[config.mk]
export PLATFORM = sky130hd
export DESIGN_NAME = tbdk_div
export DESIGN_NICKNAME = d
export VERILOG_FILES = /design/src/rtl/two_body_decay_kinematics_defines.svh /design/src/rtl/tbdk_pkg.sv /design/src/rtl/tbdk_div.sv
export SDC_FILE = /design/constraint.sdc
export NUM_CORES = 1
export LEC_CHECK = 0
export ABC_AREA = 1
export BUFFER_PORTS_ARGS = -buffer_cell sky130_fd_sc_hd__buf_2
export CAP_MARGIN = 10
export CORE_UTILIZATION = 50
export CTS_CLUSTER_DIAMETER = 200
export DETAILED_ROUTE_END_ITERATION = 6
export PLACE_DENSITY = 0.66
export SLEW_MARGIN = 30
export SYNTH_ARGS = -nofsm -noshare
export SYNTH_HDL_FRONTEND = slang
export SYNTH_SLANG_ARGS = --single-unit
[constraint.sdc]
create_clock -name clk_i -period 2.8 [get_ports clk_i]
set_clock_uncertainty 0.1 [all_clocks]
set_input_delay 0.28 -clock clk_i [delete_from_list [all_inputs] [get_ports clk_i]]
set_output_delay 0.28 -clock clk_i [all_outputs]
set_load 0.01 [all_outputs]
[src/rtl/two_body_decay_kinematics_defines.svh]
// ----------------------------------------------------------------------------
// Decay kinematics assertion macros
// Assertion macros shared by the RTL files of the decay kinematics block.
// ----------------------------------------------------------------------------
`ifndef TWO_BODY_DECAY_KINEMATICS_DEFINES_SVH
`define TWO_BODY_DECAY_KINEMATICS_DEFINES_SVH

// Same-cycle implication, disabled while reset is applied.
`define TBDK_ASSERT_IMP(lbl, clk, rst_n, ante, cons) \
  lbl: assert property (@(posedge clk) disable iff (!rst_n) (ante) |-> (cons)) \
    else $error("assertion failed: same-cycle implication");

// Next-cycle implication, disabled while reset is applied.
`define TBDK_ASSERT_NXT(lbl, clk, rst_n, ante, cons) \
  lbl: assert property (@(posedge clk) disable iff (!rst_n) (ante) |=> (cons)) \
    else $error("assertion failed: next-cycle implication");

`endif

[src/rtl/tbdk_pkg.sv]
// ----------------------------------------------------------------------------
// tbdk_pkg
// Shared widths, latencies, register indexes and types of the two-body decay
// kinematics pipeline.
// ----------------------------------------------------------------------------
package tbdk_pkg;

  localparam int MASS_W   = 16;
  localparam int DIR_W    = 16;
  localparam int DIR_FRAC = 15;
  localparam int MOM_W    = 17;
  localparam int SQ_W     = 34;          // |W^2 - (m1+m2)^2| and the root
  localparam int HALF_W   = SQ_W / 2;
  localparam int RAD_W    = 2 * SQ_W;    // radicand width
  localparam int REM_W    = SQ_W + 1;    // square root remainder
  localparam int DVS_W    = MASS_W + 1;  // divisor 2W
  localparam int NUM_W    = SQ_W;        // divider numerator
  localparam int SQRT_LAT = SQ_W;
  localparam int DIV_LAT  = MASS_W + 1;
  localparam int FRONT_LAT = 5;
  localparam int TOTAL_LAT = FRONT_LAT + SQRT_LAT + DIV_LAT + 2;

  localparam int NREG    = 7;
  localparam int CFG_IDX_W = 3;
  localparam logic [CFG_IDX_W-1:0] REG_PROTON  = 3'd0;
  localparam logic [CFG_IDX_W-1:0] REG_NEUTRON = 3'd1;
  localparam logic [CFG_IDX_W-1:0] REG_CPION   = 3'd2;
  localparam logic [CFG_IDX_W-1:0] REG_NPION   = 3'd3;
  localparam logic [CFG_IDX_W-1:0] REG_AVG_N   = 3'd4;
  localparam logic [CFG_IDX_W-1:0] REG_AVG_PI  = 3'd5;
  localparam logic [CFG_IDX_W-1:0] REG_MIN_W   = 3'd6;

  localparam logic [MASS_W-1:0] CFG_RESET [NREG] =
    '{16'd15012, 16'd15033, 16'd2233, 16'd2160, 16'd15023, 16'd2209, 16'd17280};

  // Mass registers as seen by the front end.
  typedef struct packed {
    logic [MASS_W-1:0] proton;
    logic [MASS_W-1:0] neutron;
    logic [MASS_W-1:0] cpion;
    logic [MASS_W-1:0] npion;
    logic [MASS_W-1:0] avg_n;
    logic [MASS_W-1:0] avg_pi;
    logic [MASS_W-1:0] min_w;
  } mass_t;

  // Per-item control and payload that travels beside the arithmetic.
  typedef struct packed {
    logic                    valid;
    logic                    below;
    logic                    wzero;
    logic                    neg;
    logic [NUM_W-1:0]        en_num;
    logic [NUM_W-1:0]        ep_num;
    logic [DVS_W-1:0]        dvs;
    logic signed [DIR_W-1:0] dir_x;
    logic signed [DIR_W-1:0] dir_y;
    logic signed [DIR_W-1:0] dir_z;
  } side_t;

endpackage

[src/rtl/tbdk_div.sv]
// ----------------------------------------------------------------------------
// tbdk_div
// Pipelined restoring divider with a 16-bit saturating quotient, one
// quotient bit per register stage after a range check.
// ----------------------------------------------------------------------------
module tbdk_div (
  input  logic                          clk_i,
  input  logic [tbdk_pkg::NUM_W-1:0]    num_i,
  input  logic [tbdk_pkg::DVS_W-1:0]    dvs_i,
  output logic [tbdk_pkg::MASS_W-1:0]   quo_o
);

  localparam int QW = tbdk_pkg::MASS_W;
  localparam int DV = tbdk_pkg::DVS_W;
  localparam int NW = tbdk_pkg::NUM_W;

  // Range check: the quotient overflows when the upper part reaches 2W.
  logic          sat_q [QW+1];
  logic [DV-1:0] rem_q [QW+1];
  logic [QW-1:0] low_q [QW+1];
  logic [QW-1:0] quo_q [QW+1];
  logic [DV-1:0] dvs_q [QW+1];

  always_ff @(posedge clk_i) begin
    sat_q[0] <= num_i[NW-1:QW] >= (NW-QW)'(dvs_i);
    rem_q[0] <= DV'(num_i[NW-1:QW]);
    low_q[0] <= num_i[QW-1:0];
    quo_q[0] <= '0;
    dvs_q[0] <= dvs_i;
  end

  for (genvar k = 1; k <= QW; k++) begin : g_stage
    logic [DV:0] t;
    logic        ge;

    assign t  = {rem_q[k-1], low_q[k-1][QW-1]};
    assign ge = t >= {1'b0, dvs_q[k-1]};

    always_ff @(posedge clk_i) begin
      sat_q[k] <= sat_q[k-1];
      rem_q[k] <= ge ? DV'(t - {1'b0, dvs_q[k-1]}) : DV'(t);
      low_q[k] <= low_q[k-1] << 1;
      quo_q[k] <= {quo_q[k-1][QW-2:0], ge};
      dvs_q[k] <= dvs_q[k-1];
    end
  end

  assign quo_o = sat_q[QW] ? '1 : quo_q[QW];

endmodule

==> impl_results.md <==
* Status: finished with violations
* Violated checks: DRC
* Post-DR vias/cell at roughly 4.7
* Top_reg_cell synth: dfxtp_1
* Max-Cap Viols at 0
* Final wirelength at between 90 and 100 mm
* GRT Total Usage at approximately a quarter
* RSZ-0062 raised after global routing: false
* DP HPWL at about 75 mm
* Residual DRC at 1
* Post CTS Setup Buffer Count at 0
* Clk slew on worst S/H paths at around 0.060 ns
* Cts hold-fix bufs at just over 50
* Worst min path class: in2reg
* CTS buffer count at 85
* Synth unique cells at between 40 and 50
* Reg area at 16680 sq um
* Via count of the first global-routing pass at a little under 30000
* Slew Limit Headroom at a little over two fifths
* Area Growth Syn to Fin at 13.02%
* Share of layout cells above drive strength 1 at 7.053%
* Height of the die at between 200 and 300 microns
* Max H-tree Level at 3
* Initial cell density of the core at ~50%
* Synthesized area at 39130 sq um
* Row cnt at around 100
* Setup TNS at 0 ns
* CP Data Required Time at approximately 3.2 ns
* Worst Tran Pin Value at approximately 0.84 ns
* Slew Limit Fails at 0
* Critical path class: reg2reg
* Pwr dens at 1198 nW/um^2
* Width of the die at about 280 microns
* F_max at ~400 MHz
* Largest net degree at the start of global routing at 19
* Final hold vios at 0
* Synth Instances at 5365
* Final ANT Viol Nets at 0
* Met2 Usage GRT at about two fifths
* Layout fillers at 7340
* CP Launch Type: flop
* Post-synth ARST share at 0%
* LEAKAGE at about 25 nW
* Ys Warns at 0
* Seq/Total Area, Yosys at between 40% and 50%
* GPL Wtd Cong at ~0.96
* CP Capture Type: flop
* VDD IR max at approximately 0.62 mV
* Most used routing layer: met2
* Most frequent cells in the layout: nand2_1 (1976), inv_1 (1032), dfxtp_1 (833)
* Initial antenna violation count at 1
* Clock tree sinks at around 830
* Clock latency at the later pin of the worst-skew pair at 0.64 ns
* Number of vias in the routed layout at between 30000 and 40000
* Core footprint at approximately 77000 sq um
* CTS resizes at 0
* Post-synthesis net count at approximately 5700
* Grt met1 use at around a third
* Min Tclk post-route at ~2.5 ns
* #FFs+latches synth at 833
* IO buf count at 67
* Syn Area/Cell at between 7 and 8 sq um
* CTS tree: built
* R2R setup slack at roughly 0.27 ns
* Crit path DAT at roughly 3.0 ns
* Placed Cells at 6444
* Root Buffer: clkbuf_16
* M3 GR Usage at 3.141%
* DRT Pass-1 Iters at 7
* Ports at between 60 and 70
* Clk buf depth at 3
* Initial DRC Count at ~2000
* Nets at about 5900
* Final period utilization at about nine tenths
* Most common cell after layout, fill and taps aside: nand2_1
* Area of the multi-input gates at between 15000 and 20000 sq um
* Setup violators final at 0
* Non-filler instance count after layout at between 6000 and 7000
* Area of the die at 79390 sq um
* DR WL/cell at between 10 and 15 microns
* Post-synth EDFFs at 0
* First-pass GRT wire length at between 150 and 200 mm
* Gr ovfl total at 0
* Critical-path maximum fanout at 18
-- Yosys cell counts, types with 21 or more instances --
library cell,instances,share of area (%)
ha_1,289,9.2
and2_1,23,0.37
nand2_2,31,0.50
nand2_1,1976,19
xor2_1,90,2.0
nor3_1,25,0.32
inv_1,1032,9.9
dfxtp_1,833,43
nand3b_1,21,0.40
nand3_1,432,5.5
nand2_4,35,1.0
nor2_1,184,1.8
nand4_1,26,0.42
a21oi_1,147,1.9
-- final timing paths --
path	depth (start not counted)	from	endpoint
worst max-delay path	10	dvs_q[0][213]	rem_q[0][236]
worst min-delay path	2	num_i[13]	low_q[0][13]
worst max register to register	10	dvs_q[0][213]	rem_q[0][236]
worst min register to register	0	quo_q[0][114]	quo_q[1][3]
-- critical path: stages (launching register included) --
cell and delay, ns:
dfxtp_1 0.32, inv_1 0.04, ha_1 0.33, nand2_1 0.18, nor2_1 0.09, nand2_1 0.09, nor2_1 0.07, nor3_4 0.65
nand2_4 0.32, nand2_1 0.16, nand2_1 0.06
-- area by class of cell --
| cell class | count | share of cell area, % |
|---|---|---|
| sequential | 833 | 37.71 |
| multi-input combinational | 3435 | 40.99 |
| clock buffer | 110 | 5.508 |
| timing repair buffer | 139 | 2.269 |
| tap | 1040 | 2.942 |
| antenna | 1 | 0.005658 |
| clock inverter | 50 | 1.683 |
| inverter | 1048 | 8.895 |
-- sequential cells by signal, indices dropped and copies added, names as in the netlist --
register,flops
dvs_q,272
rem_q,272
quo_q,136
sat_q,17
low_q,136
-- cells by family (layout without fill, tap and decap cells) --
group           Yosys count  after routing  synth area share, %
other cells               0              1                    0
xor+xnor                104            104                2.328
fa+ha+maj               304            304                10.01
compound gates          173            173                2.388
simple gates           2854           2854                31.60
flops                   833            833                42.61
buf+inv                1097           1347                11.06
-- through the flow --
step                setup WS, ns  hold slack [ns]  instance area, sq um  power, mW  utilization (%)
CTS                       0.2488           0.1429                 44220      53.17            57.09
global route             0.05156           0.1687                 44220      57.53            57.09
finish                    0.2689           0.1825                 44230      52.97            57.09
floorplan                 0.7957           0.2077                 39130      34.59                -
global placement          0.2345           0.2098                 40530      40.09            52.32
detailed placement        0.2575           0.2121                 40530      40.36            52.32
-- power by group --
group / switching (mW) / leakage (nW) / total [mW] / internal (mW)
Combinational: 15.1 / 16.6 / 23.2 / 8.13
Sequential: 2.07 / 7.02 / 17.2 / 15.1
Clock: 4.84 / 1.54 / 12.5 / 7.69
-- layer usage --
metal  routed length (microns)  vias up
met1                     44910    14030
met5                         0        -
met3                      4804      155
li1                          -    16600
met2                     42520      660
met4                      2324        0
(Power assumes the default switching activity.)
