===== config.mk =====
export PLATFORM = sky130hd
export DESIGN_NAME = tbdk_sqrt
export DESIGN_NICKNAME = d
export VERILOG_FILES = /design/src/rtl/two_body_decay_kinematics_defines.svh /design/src/rtl/tbdk_pkg.sv /design/src/rtl/tbdk_sqrt.sv
export SDC_FILE = /design/constraint.sdc
export NUM_CORES = 2
export LEC_CHECK = 0
export BUFFER_PORTS_ARGS = -buffer_cell sky130_fd_sc_hd__buf_2
export CORE_MARGIN = 5
export CORE_UTILIZATION = 61
export DETAILED_ROUTE_END_ITERATION = 8
export HOLD_SLACK_MARGIN = 0.08
export PLACE_DENSITY = 0.78
export REMOVE_ABC_BUFFERS = 1
export SETUP_SLACK_MARGIN = 0.1
export SYNTH_ARGS = -nofsm -noshare
export SYNTH_HDL_FRONTEND = slang
export SYNTH_MEMORY_MAX_BITS = 65536
export SYNTH_SLANG_ARGS = --single-unit

===== constraint.sdc =====
create_clock -name clk_i -period 7.4 [get_ports clk_i]
set_clock_uncertainty 0.05 [all_clocks]
set_input_delay 0.74 -clock clk_i [delete_from_list [all_inputs] [get_ports clk_i]]
set_output_delay 0.74 -clock clk_i [all_outputs]
set_load 0.05 [all_outputs]

===== src/rtl/two_body_decay_kinematics_defines.svh =====
// ----------------------------------------------------------------------------
// Decay kinematics assertion macros
// Assertion macros shared by the RTL files of the decay kinematics block.
// ----------------------------------------------------------------------------
`ifndef TWO_BODY_DECAY_KINEMATICS_DEFINES_SVH
`define TWO_BODY_DECAY_KINEMATICS_DEFINES_SVH

// Same-cycle implication, disabled while reset is applied.
`define TBDK_ASSERT_IMP(lbl, clk, rst_n, ante, cons) \
  lbl: assert property (@(posedge clk) disable iff (!rst_n) (ante) |-> (cons)) \
    else $error("assertion failed: same-cycle implication");

// Next-cycle implication, disabled while reset is applied.
`define TBDK_ASSERT_NXT(lbl, clk, rst_n, ante, cons) \
  lbl: assert property (@(posedge clk) disable iff (!rst_n) (ante) |=> (cons)) \
    else $error("assertion failed: next-cycle implication");

`endif


===== src/rtl/tbdk_pkg.sv =====
// ----------------------------------------------------------------------------
// tbdk_pkg
// Shared widths, latencies, register indexes and types of the two-body decay
// kinematics pipeline.
// ----------------------------------------------------------------------------
package tbdk_pkg;

  localparam int MASS_W   = 16;
  localparam int DIR_W    = 16;
  localparam int DIR_FRAC = 15;
  localparam int MOM_W    = 17;
  localparam int SQ_W     = 34;          // |W^2 - (m1+m2)^2| and the root
  localparam int HALF_W   = SQ_W / 2;
  localparam int RAD_W    = 2 * SQ_W;    // radicand width
  localparam int REM_W    = SQ_W + 1;    // square root remainder
  localparam int DVS_W    = MASS_W + 1;  // divisor 2W
  localparam int NUM_W    = SQ_W;        // divider numerator
  localparam int SQRT_LAT = SQ_W;
  localparam int DIV_LAT  = MASS_W + 1;
  localparam int FRONT_LAT = 5;
  localparam int TOTAL_LAT = FRONT_LAT + SQRT_LAT + DIV_LAT + 2;

  localparam int NREG    = 7;
  localparam int CFG_IDX_W = 3;
  localparam logic [CFG_IDX_W-1:0] REG_PROTON  = 3'd0;
  localparam logic [CFG_IDX_W-1:0] REG_NEUTRON = 3'd1;
  localparam logic [CFG_IDX_W-1:0] REG_CPION   = 3'd2;
  localparam logic [CFG_IDX_W-1:0] REG_NPION   = 3'd3;
  localparam logic [CFG_IDX_W-1:0] REG_AVG_N   = 3'd4;
  localparam logic [CFG_IDX_W-1:0] REG_AVG_PI  = 3'd5;
  localparam logic [CFG_IDX_W-1:0] REG_MIN_W   = 3'd6;

  localparam logic [MASS_W-1:0] CFG_RESET [NREG] =
    '{16'd15012, 16'd15033, 16'd2233, 16'd2160, 16'd15023, 16'd2209, 16'd17280};

  // Mass registers as seen by the front end.
  typedef struct packed {
    logic [MASS_W-1:0] proton;
    logic [MASS_W-1:0] neutron;
    logic [MASS_W-1:0] cpion;
    logic [MASS_W-1:0] npion;
    logic [MASS_W-1:0] avg_n;
    logic [MASS_W-1:0] avg_pi;
    logic [MASS_W-1:0] min_w;
  } mass_t;

  // Per-item control and payload that travels beside the arithmetic.
  typedef struct packed {
    logic                    valid;
    logic                    below;
    logic                    wzero;
    logic                    neg;
    logic [NUM_W-1:0]        en_num;
    logic [NUM_W-1:0]        ep_num;
    logic [DVS_W-1:0]        dvs;
    logic signed [DIR_W-1:0] dir_x;
    logic signed [DIR_W-1:0] dir_y;
    logic signed [DIR_W-1:0] dir_z;
  } side_t;

endpackage


===== src/rtl/tbdk_sqrt.sv =====
// ----------------------------------------------------------------------------
// tbdk_sqrt
// Pipelined integer square root, one root bit per register stage.
// ----------------------------------------------------------------------------
module tbdk_sqrt (
  input  logic                         clk_i,
  input  logic [tbdk_pkg::RAD_W-1:0]   rad_i,
  output logic [tbdk_pkg::SQ_W-1:0]    root_o
);

  localparam int N  = tbdk_pkg::SQRT_LAT;
  localparam int RW = tbdk_pkg::REM_W;
  localparam int QW = tbdk_pkg::SQ_W;
  localparam int DW = tbdk_pkg::RAD_W;

  logic [RW-1:0] rem_q  [N];
  logic [QW-1:0] root_q [N];
  logic [DW-1:0] rad_q  [N];

  for (genvar k = 0; k < N; k++) begin : g_stage
    logic [RW-1:0] rem_in;
    logic [QW-1:0] root_in;
    logic [DW-1:0] rad_in;
    logic [RW+1:0] cur, trial;
    logic          ge;

    if (k == 0) begin : g_first
      assign rem_in  = '0;
      assign root_in = '0;
      assign rad_in  = rad_i;
    end else begin : g_next
      assign rem_in  = rem_q[k-1];
      assign root_in = root_q[k-1];
      assign rad_in  = rad_q[k-1];
    end

    // Bring down two radicand bits and try the next root bit.
    assign cur   = {rem_in, rad_in[DW-1:DW-2]};
    assign trial = {1'b0, root_in, 2'b01};
    assign ge    = cur >= trial;

    always_ff @(posedge clk_i) begin
      rem_q[k]  <= ge ? RW'(cur - trial) : RW'(cur);
      root_q[k] <= {root_in[QW-2:0], ge};
      rad_q[k]  <= rad_in << 2;
    end
  end

  assign root_o = root_q[N-1];

endmodule


==> impl_summary.md <==
Placed design
The count of buffers added on input and output ports is 102. The weighted congestion reported at the end of routability-driven placement is between 0.9 and 1. Prior to clock tree synthesis, the placed netlist has a worst setup slack of ~3300 ps.

The wire-length estimate of the detail-placed layout is 167.2 mm.

Floorplan
The starting utilization of the core area is 61.38%. The I/O pin total is 103. The core region is ~170000 um2.

The die area is 179100 um2. The die is 423.2 um wide. The vertical die dimension is 423.2 um. The number of rows created at floorplan is approximately 150.

Setup path
The critical path class is flip-flop to flip-flop. The capturing element type of the critical path is a flip-flop. The buffer and inverter count on the worst path is 1. STA classifies the critical path startpoint as a flip-flop. Among all stages on the critical path, the largest delay is contributed by sky130_fd_sc_hd__nor2_4. The data arrival time at the worst-slack endpoint is 5080 ps. The kind of cell with the highest combined delay along the critical path is compound AO/OA/AOI/OAI gates.

The number of cells on the worst reg-to-reg path is 10. Along the worst path, the maximum fanout reaches 61. Counting buffers and inverters, the worst setup path is 10 cells deep. Traced cell by cell, the critical path runs through inv_1 -> ha_1 -> a21oi_1 -> o21ai_0 -> a211oi_1 -> a2111oi_0 -> o311ai_0 -> nor3b_1 -> nor2_4 -> mux2_2. For this run, the slowest stage of the critical path takes 1020 ps. For the worst setup path, the data required time is just over 8000 ps.

Synth
The number of flip-flops and latches in the synthesized netlist is 2819. The most used flip-flop cell after synthesis is sky130_fd_sc_hd__dfxtp_1. The Yosys step of the flow raised 0 warnings.

The async set-reset flop share out of synthesis is 0%. The proportion of netlist area held by the largest area contributor is 54.20%. Ranked by total cell area, the synthesized netlist is headed by sky130_fd_sc_hd__dfxtp_1, sky130_fd_sc_hd__ha_1, sky130_fd_sc_hd__xor2_1. Summing every instance area after synthesis gives between 100000 and 150000 um2. The synthesized design contains 0 enable-type register cells. Of the synthesized area, sequential elements account for a little over half. The largest total area in the synthesized netlist belongs to sky130_fd_sc_hd__dfxtp_1. Counting distinct cell types in the post-synthesis netlist gives 90. Synthesis handed over a netlist of 10330 instances. The mean cell area of the mapped netlist is 10.08 um2.

Timing
Hold timing on the final database bottoms out at a slack of 242.4 ps. The worst-margin pin slew is roughly 1300 ps. The final-report max-slew violation count is 0. The worst path in the final design needs a cycle of 4364 ps, including I/O delays and setup.

The final count of hold timing violations is 0. The post-layout worst setup margin is 3036 ps. Setup repair after global routing left no endpoint under its margin. Setup violations remaining at the end of the flow were counted as 0. Adding up every negative setup slack in the final design gives 0 ps. The relative slew slack is 11.52%. The share of the cycle needed by the critical path after routing is 58.97%. The peak clock frequency supported by timing is 229.1 MHz.

Final layout
The number of nets in the layout is 11290. The commonest non-fill, non-tap cell in the layout is sky130_fd_sc_hd__dfxtp_1. The fraction of final layout cells with drive strength greater than 1 is 7.040%. The area overhead of the layout relative to synthesis is 12.61%. The number of fill cells is 12430.

Leaving out fill and tap cells, the most frequent cells in the layout are sky130_fd_sc_hd__dfxtp_1, sky130_fd_sc_hd__inv_1, sky130_fd_sc_hd__a21oi_1.

Detailed routing
The overall routed net length is about 230 mm. Once detail routing completed, the nets flagged for antenna violations numbered 0. The count of routing violations after the opening detailed-route iteration is ~5000.

The mean number of vias per cell is 5.604. In the final routed layout, each cell accounts on average for ~18 um. The via count is between 70000 and 80000. After detailed routing, the number of remaining DRC violations is 0. The length of the first detailed-routing pass in iterations is 6.

Power and ir drop
VDD sags by at most 0.2460 mV. The fraction of power spent switching nets is 27.83%. For this design the total switching power over the nets is 11.40 mW. The clock network is responsible for 36.2% of the overall power. The power density of the placed cells is ~350 nW/um2.

The logic gate share of total power is 16.1%. The sequential power share is 47.8%. The cell internal power dissipation is roughly 30 mW.

The leakage power is 55.34 nW.

Global route
After global routing the overflow that remains totals 0. Entering global routing, the biggest net connects 62 pins. The total track usage is 25.57%. The number of antenna violations at the first check in global routing was 1. The number of global-route vias before repair is approximately 73000. The first-pass GRT wire length is 377.1 mm.

CTS
The total clock buffers created by CTS is 288. The H-tree was split into 5 levels. The cell sitting at the root of the clock tree is a sky130_fd_sc_hd__clkbuf_16. The clock sink total is 2819.

Clock-pin slew was measured on the worst setup and hold paths at 60 ps. In this run the deepest clock path goes through 4 buffers. TritonCTS built the clock tree. At the later pin of the worst-skew pair, clock insertion delay measures between 900 and 1000 ps.

Worst hold path
The number of cells on the worst hold path is 0. The worst hold-check path type is flip-flop to flip-flop.

Status
The run finished with clean final reports.

Flow run
The number of max-capacitance violations reported is 0.
per-stage QoR:
| stage | cell area (um2) | total power, mW | instances | util, % |
|---|---|---|---|---|
| after global placement | 106800 | 26.07 | 12450 | 62.96 |
| after CTS | 117300 | 41.20 | 13010 | 69.11 |
| after global routing | 117300 | 42.94 | 13010 | 69.11 |
| after detailed placement | 106800 | 26.26 | 12450 | 62.96 |
| after floorplan | 103300 | 24.15 | 10110 | - |
| final | 117300 | 40.96 | 13020 | 69.12 |
cells in the mapped netlist (20+ instances only):
cell and number:
sky130_fd_sc_hd__dfxtp_1 2819, sky130_fd_sc_hd__inv_1 811, sky130_fd_sc_hd__a21oi_1 689, sky130_fd_sc_hd__nand2_1 658, sky130_fd_sc_hd__nor2_1 653, sky130_fd_sc_hd__ha_1 631
sky130_fd_sc_hd__o21ai_0 515, sky130_fd_sc_hd__xor2_1 464, sky130_fd_sc_hd__xnor2_1 452, sky130_fd_sc_hd__nor3_1 262, sky130_fd_sc_hd__a21o_1 255, sky130_fd_sc_hd__clkbuf_1 200
sky130_fd_sc_hd__nand3_1 177, sky130_fd_sc_hd__nor4_1 146, sky130_fd_sc_hd__nand2b_1 136, sky130_fd_sc_hd__o21a_1 128, sky130_fd_sc_hd__or3_1 122, sky130_fd_sc_hd__nand4_1 107
sky130_fd_sc_hd__nor2b_1 93, sky130_fd_sc_hd__mux2_2 90, sky130_fd_sc_hd__o31ai_1 66, sky130_fd_sc_hd__or4_1 62, sky130_fd_sc_hd__and3_1 61, sky130_fd_sc_hd__o21bai_1 57
sky130_fd_sc_hd__a211oi_1 48, sky130_fd_sc_hd__o211ai_1 47, sky130_fd_sc_hd__or2_2 47, sky130_fd_sc_hd__a31oi_1 45, sky130_fd_sc_hd__and2_1 40, sky130_fd_sc_hd__a21boi_0 30
sky130_fd_sc_hd__nand3b_1 29, sky130_fd_sc_hd__nor3b_1 29, sky130_fd_sc_hd__a31o_2 22, sky130_fd_sc_hd__o31a_1 21, sky130_fd_sc_hd__a211o_1 20, sky130_fd_sc_hd__nor4b_1 20
sky130_fd_sc_hd__o41ai_1 20
per-layer routing:
layer | part of all wire (%) | global-route usage, % | vias up
met5 | 0 | 0 | -
li1 | - | - | 35970
met1 | 41 | 30.73 | 34380
met2 | 50 | 46.27 | 1990
met4 | 4.0 | 10.33 | 0
met3 | 4.4 | 3.326 | 606
registers in the layout, indices dropped and copies added, names as in the netlist:
signal and flops:
root_q 595, rad_q 1122, rem_q 1102
final cells by class:
cell class | instances | area, um2 | area share [%]
timing repair buffer | 192 | 1359 | 1.159
inverter | 813 | 3052 | 2.602
sequential | 2819 | 56430 | 48.13
tap | 2218 | 2775 | 2.367
clock inverter | 105 | 1594 | 1.359
clock buffer | 386 | 8153 | 6.952
antenna | 3 | 7.507 | 0.006402
multi-input combinational | 6480 | 43890 | 37.43
cell families (layout without fill, tap and decap cells):
| group | count (synthesis) | in the layout | synth area share, % |
|---|---|---|---|
| AOI/OAI and AO/OA | 2127 | 2127 | 12.73 |
| buffers and inverters | 1033 | 1496 | 3.764 |
| DFF | 2819 | 2819 | 54.20 |
| xor gates and xnor gates | 916 | 916 | 7.704 |
| muxes | 99 | 99 | 1.061 |
| adders and majority gates | 631 | 631 | 7.582 |
| and+or+nand+nor | 2706 | 2706 | 12.96 |
| other | 1 | 4 | 0.003601 |
power groups by stage:
stage / Clock (mW) / Combinational (mW) / Sequential (mW)
after CTS: 15.1 / 6.54 / 19.6
after floorplan: 0 / 5.01 / 19.1
after global routing: 15.8 / 7.34 / 19.8
after global placement: 0 / 6.27 / 19.8
after detailed placement: 0 / 6.42 / 19.8
final: 14.8 / 6.58 / 19.6
worst paths after layout:
| check | slack [ps] | start | end |
|---|---|---|---|
| max | 3040 | root_q[29][6] | rem_q[30][12] |
| min | 240 | rad_q[8][49] | rad_q[9][51] |
| max reg2reg | 3040 | root_q[29][6] | rem_q[30][12] |
| min reg2reg | 240 | rad_q[8][49] | rad_q[9][51] |
what timing repair did:
action / 4_1_cts / 5_1_grt
setup buffers: 0 / 0
hold buffers: 69 / 0
endpoints found under the hold margin: 69 / 0
gates resized for setup: 0 / 0
Power figures use the tool's default switching activity.
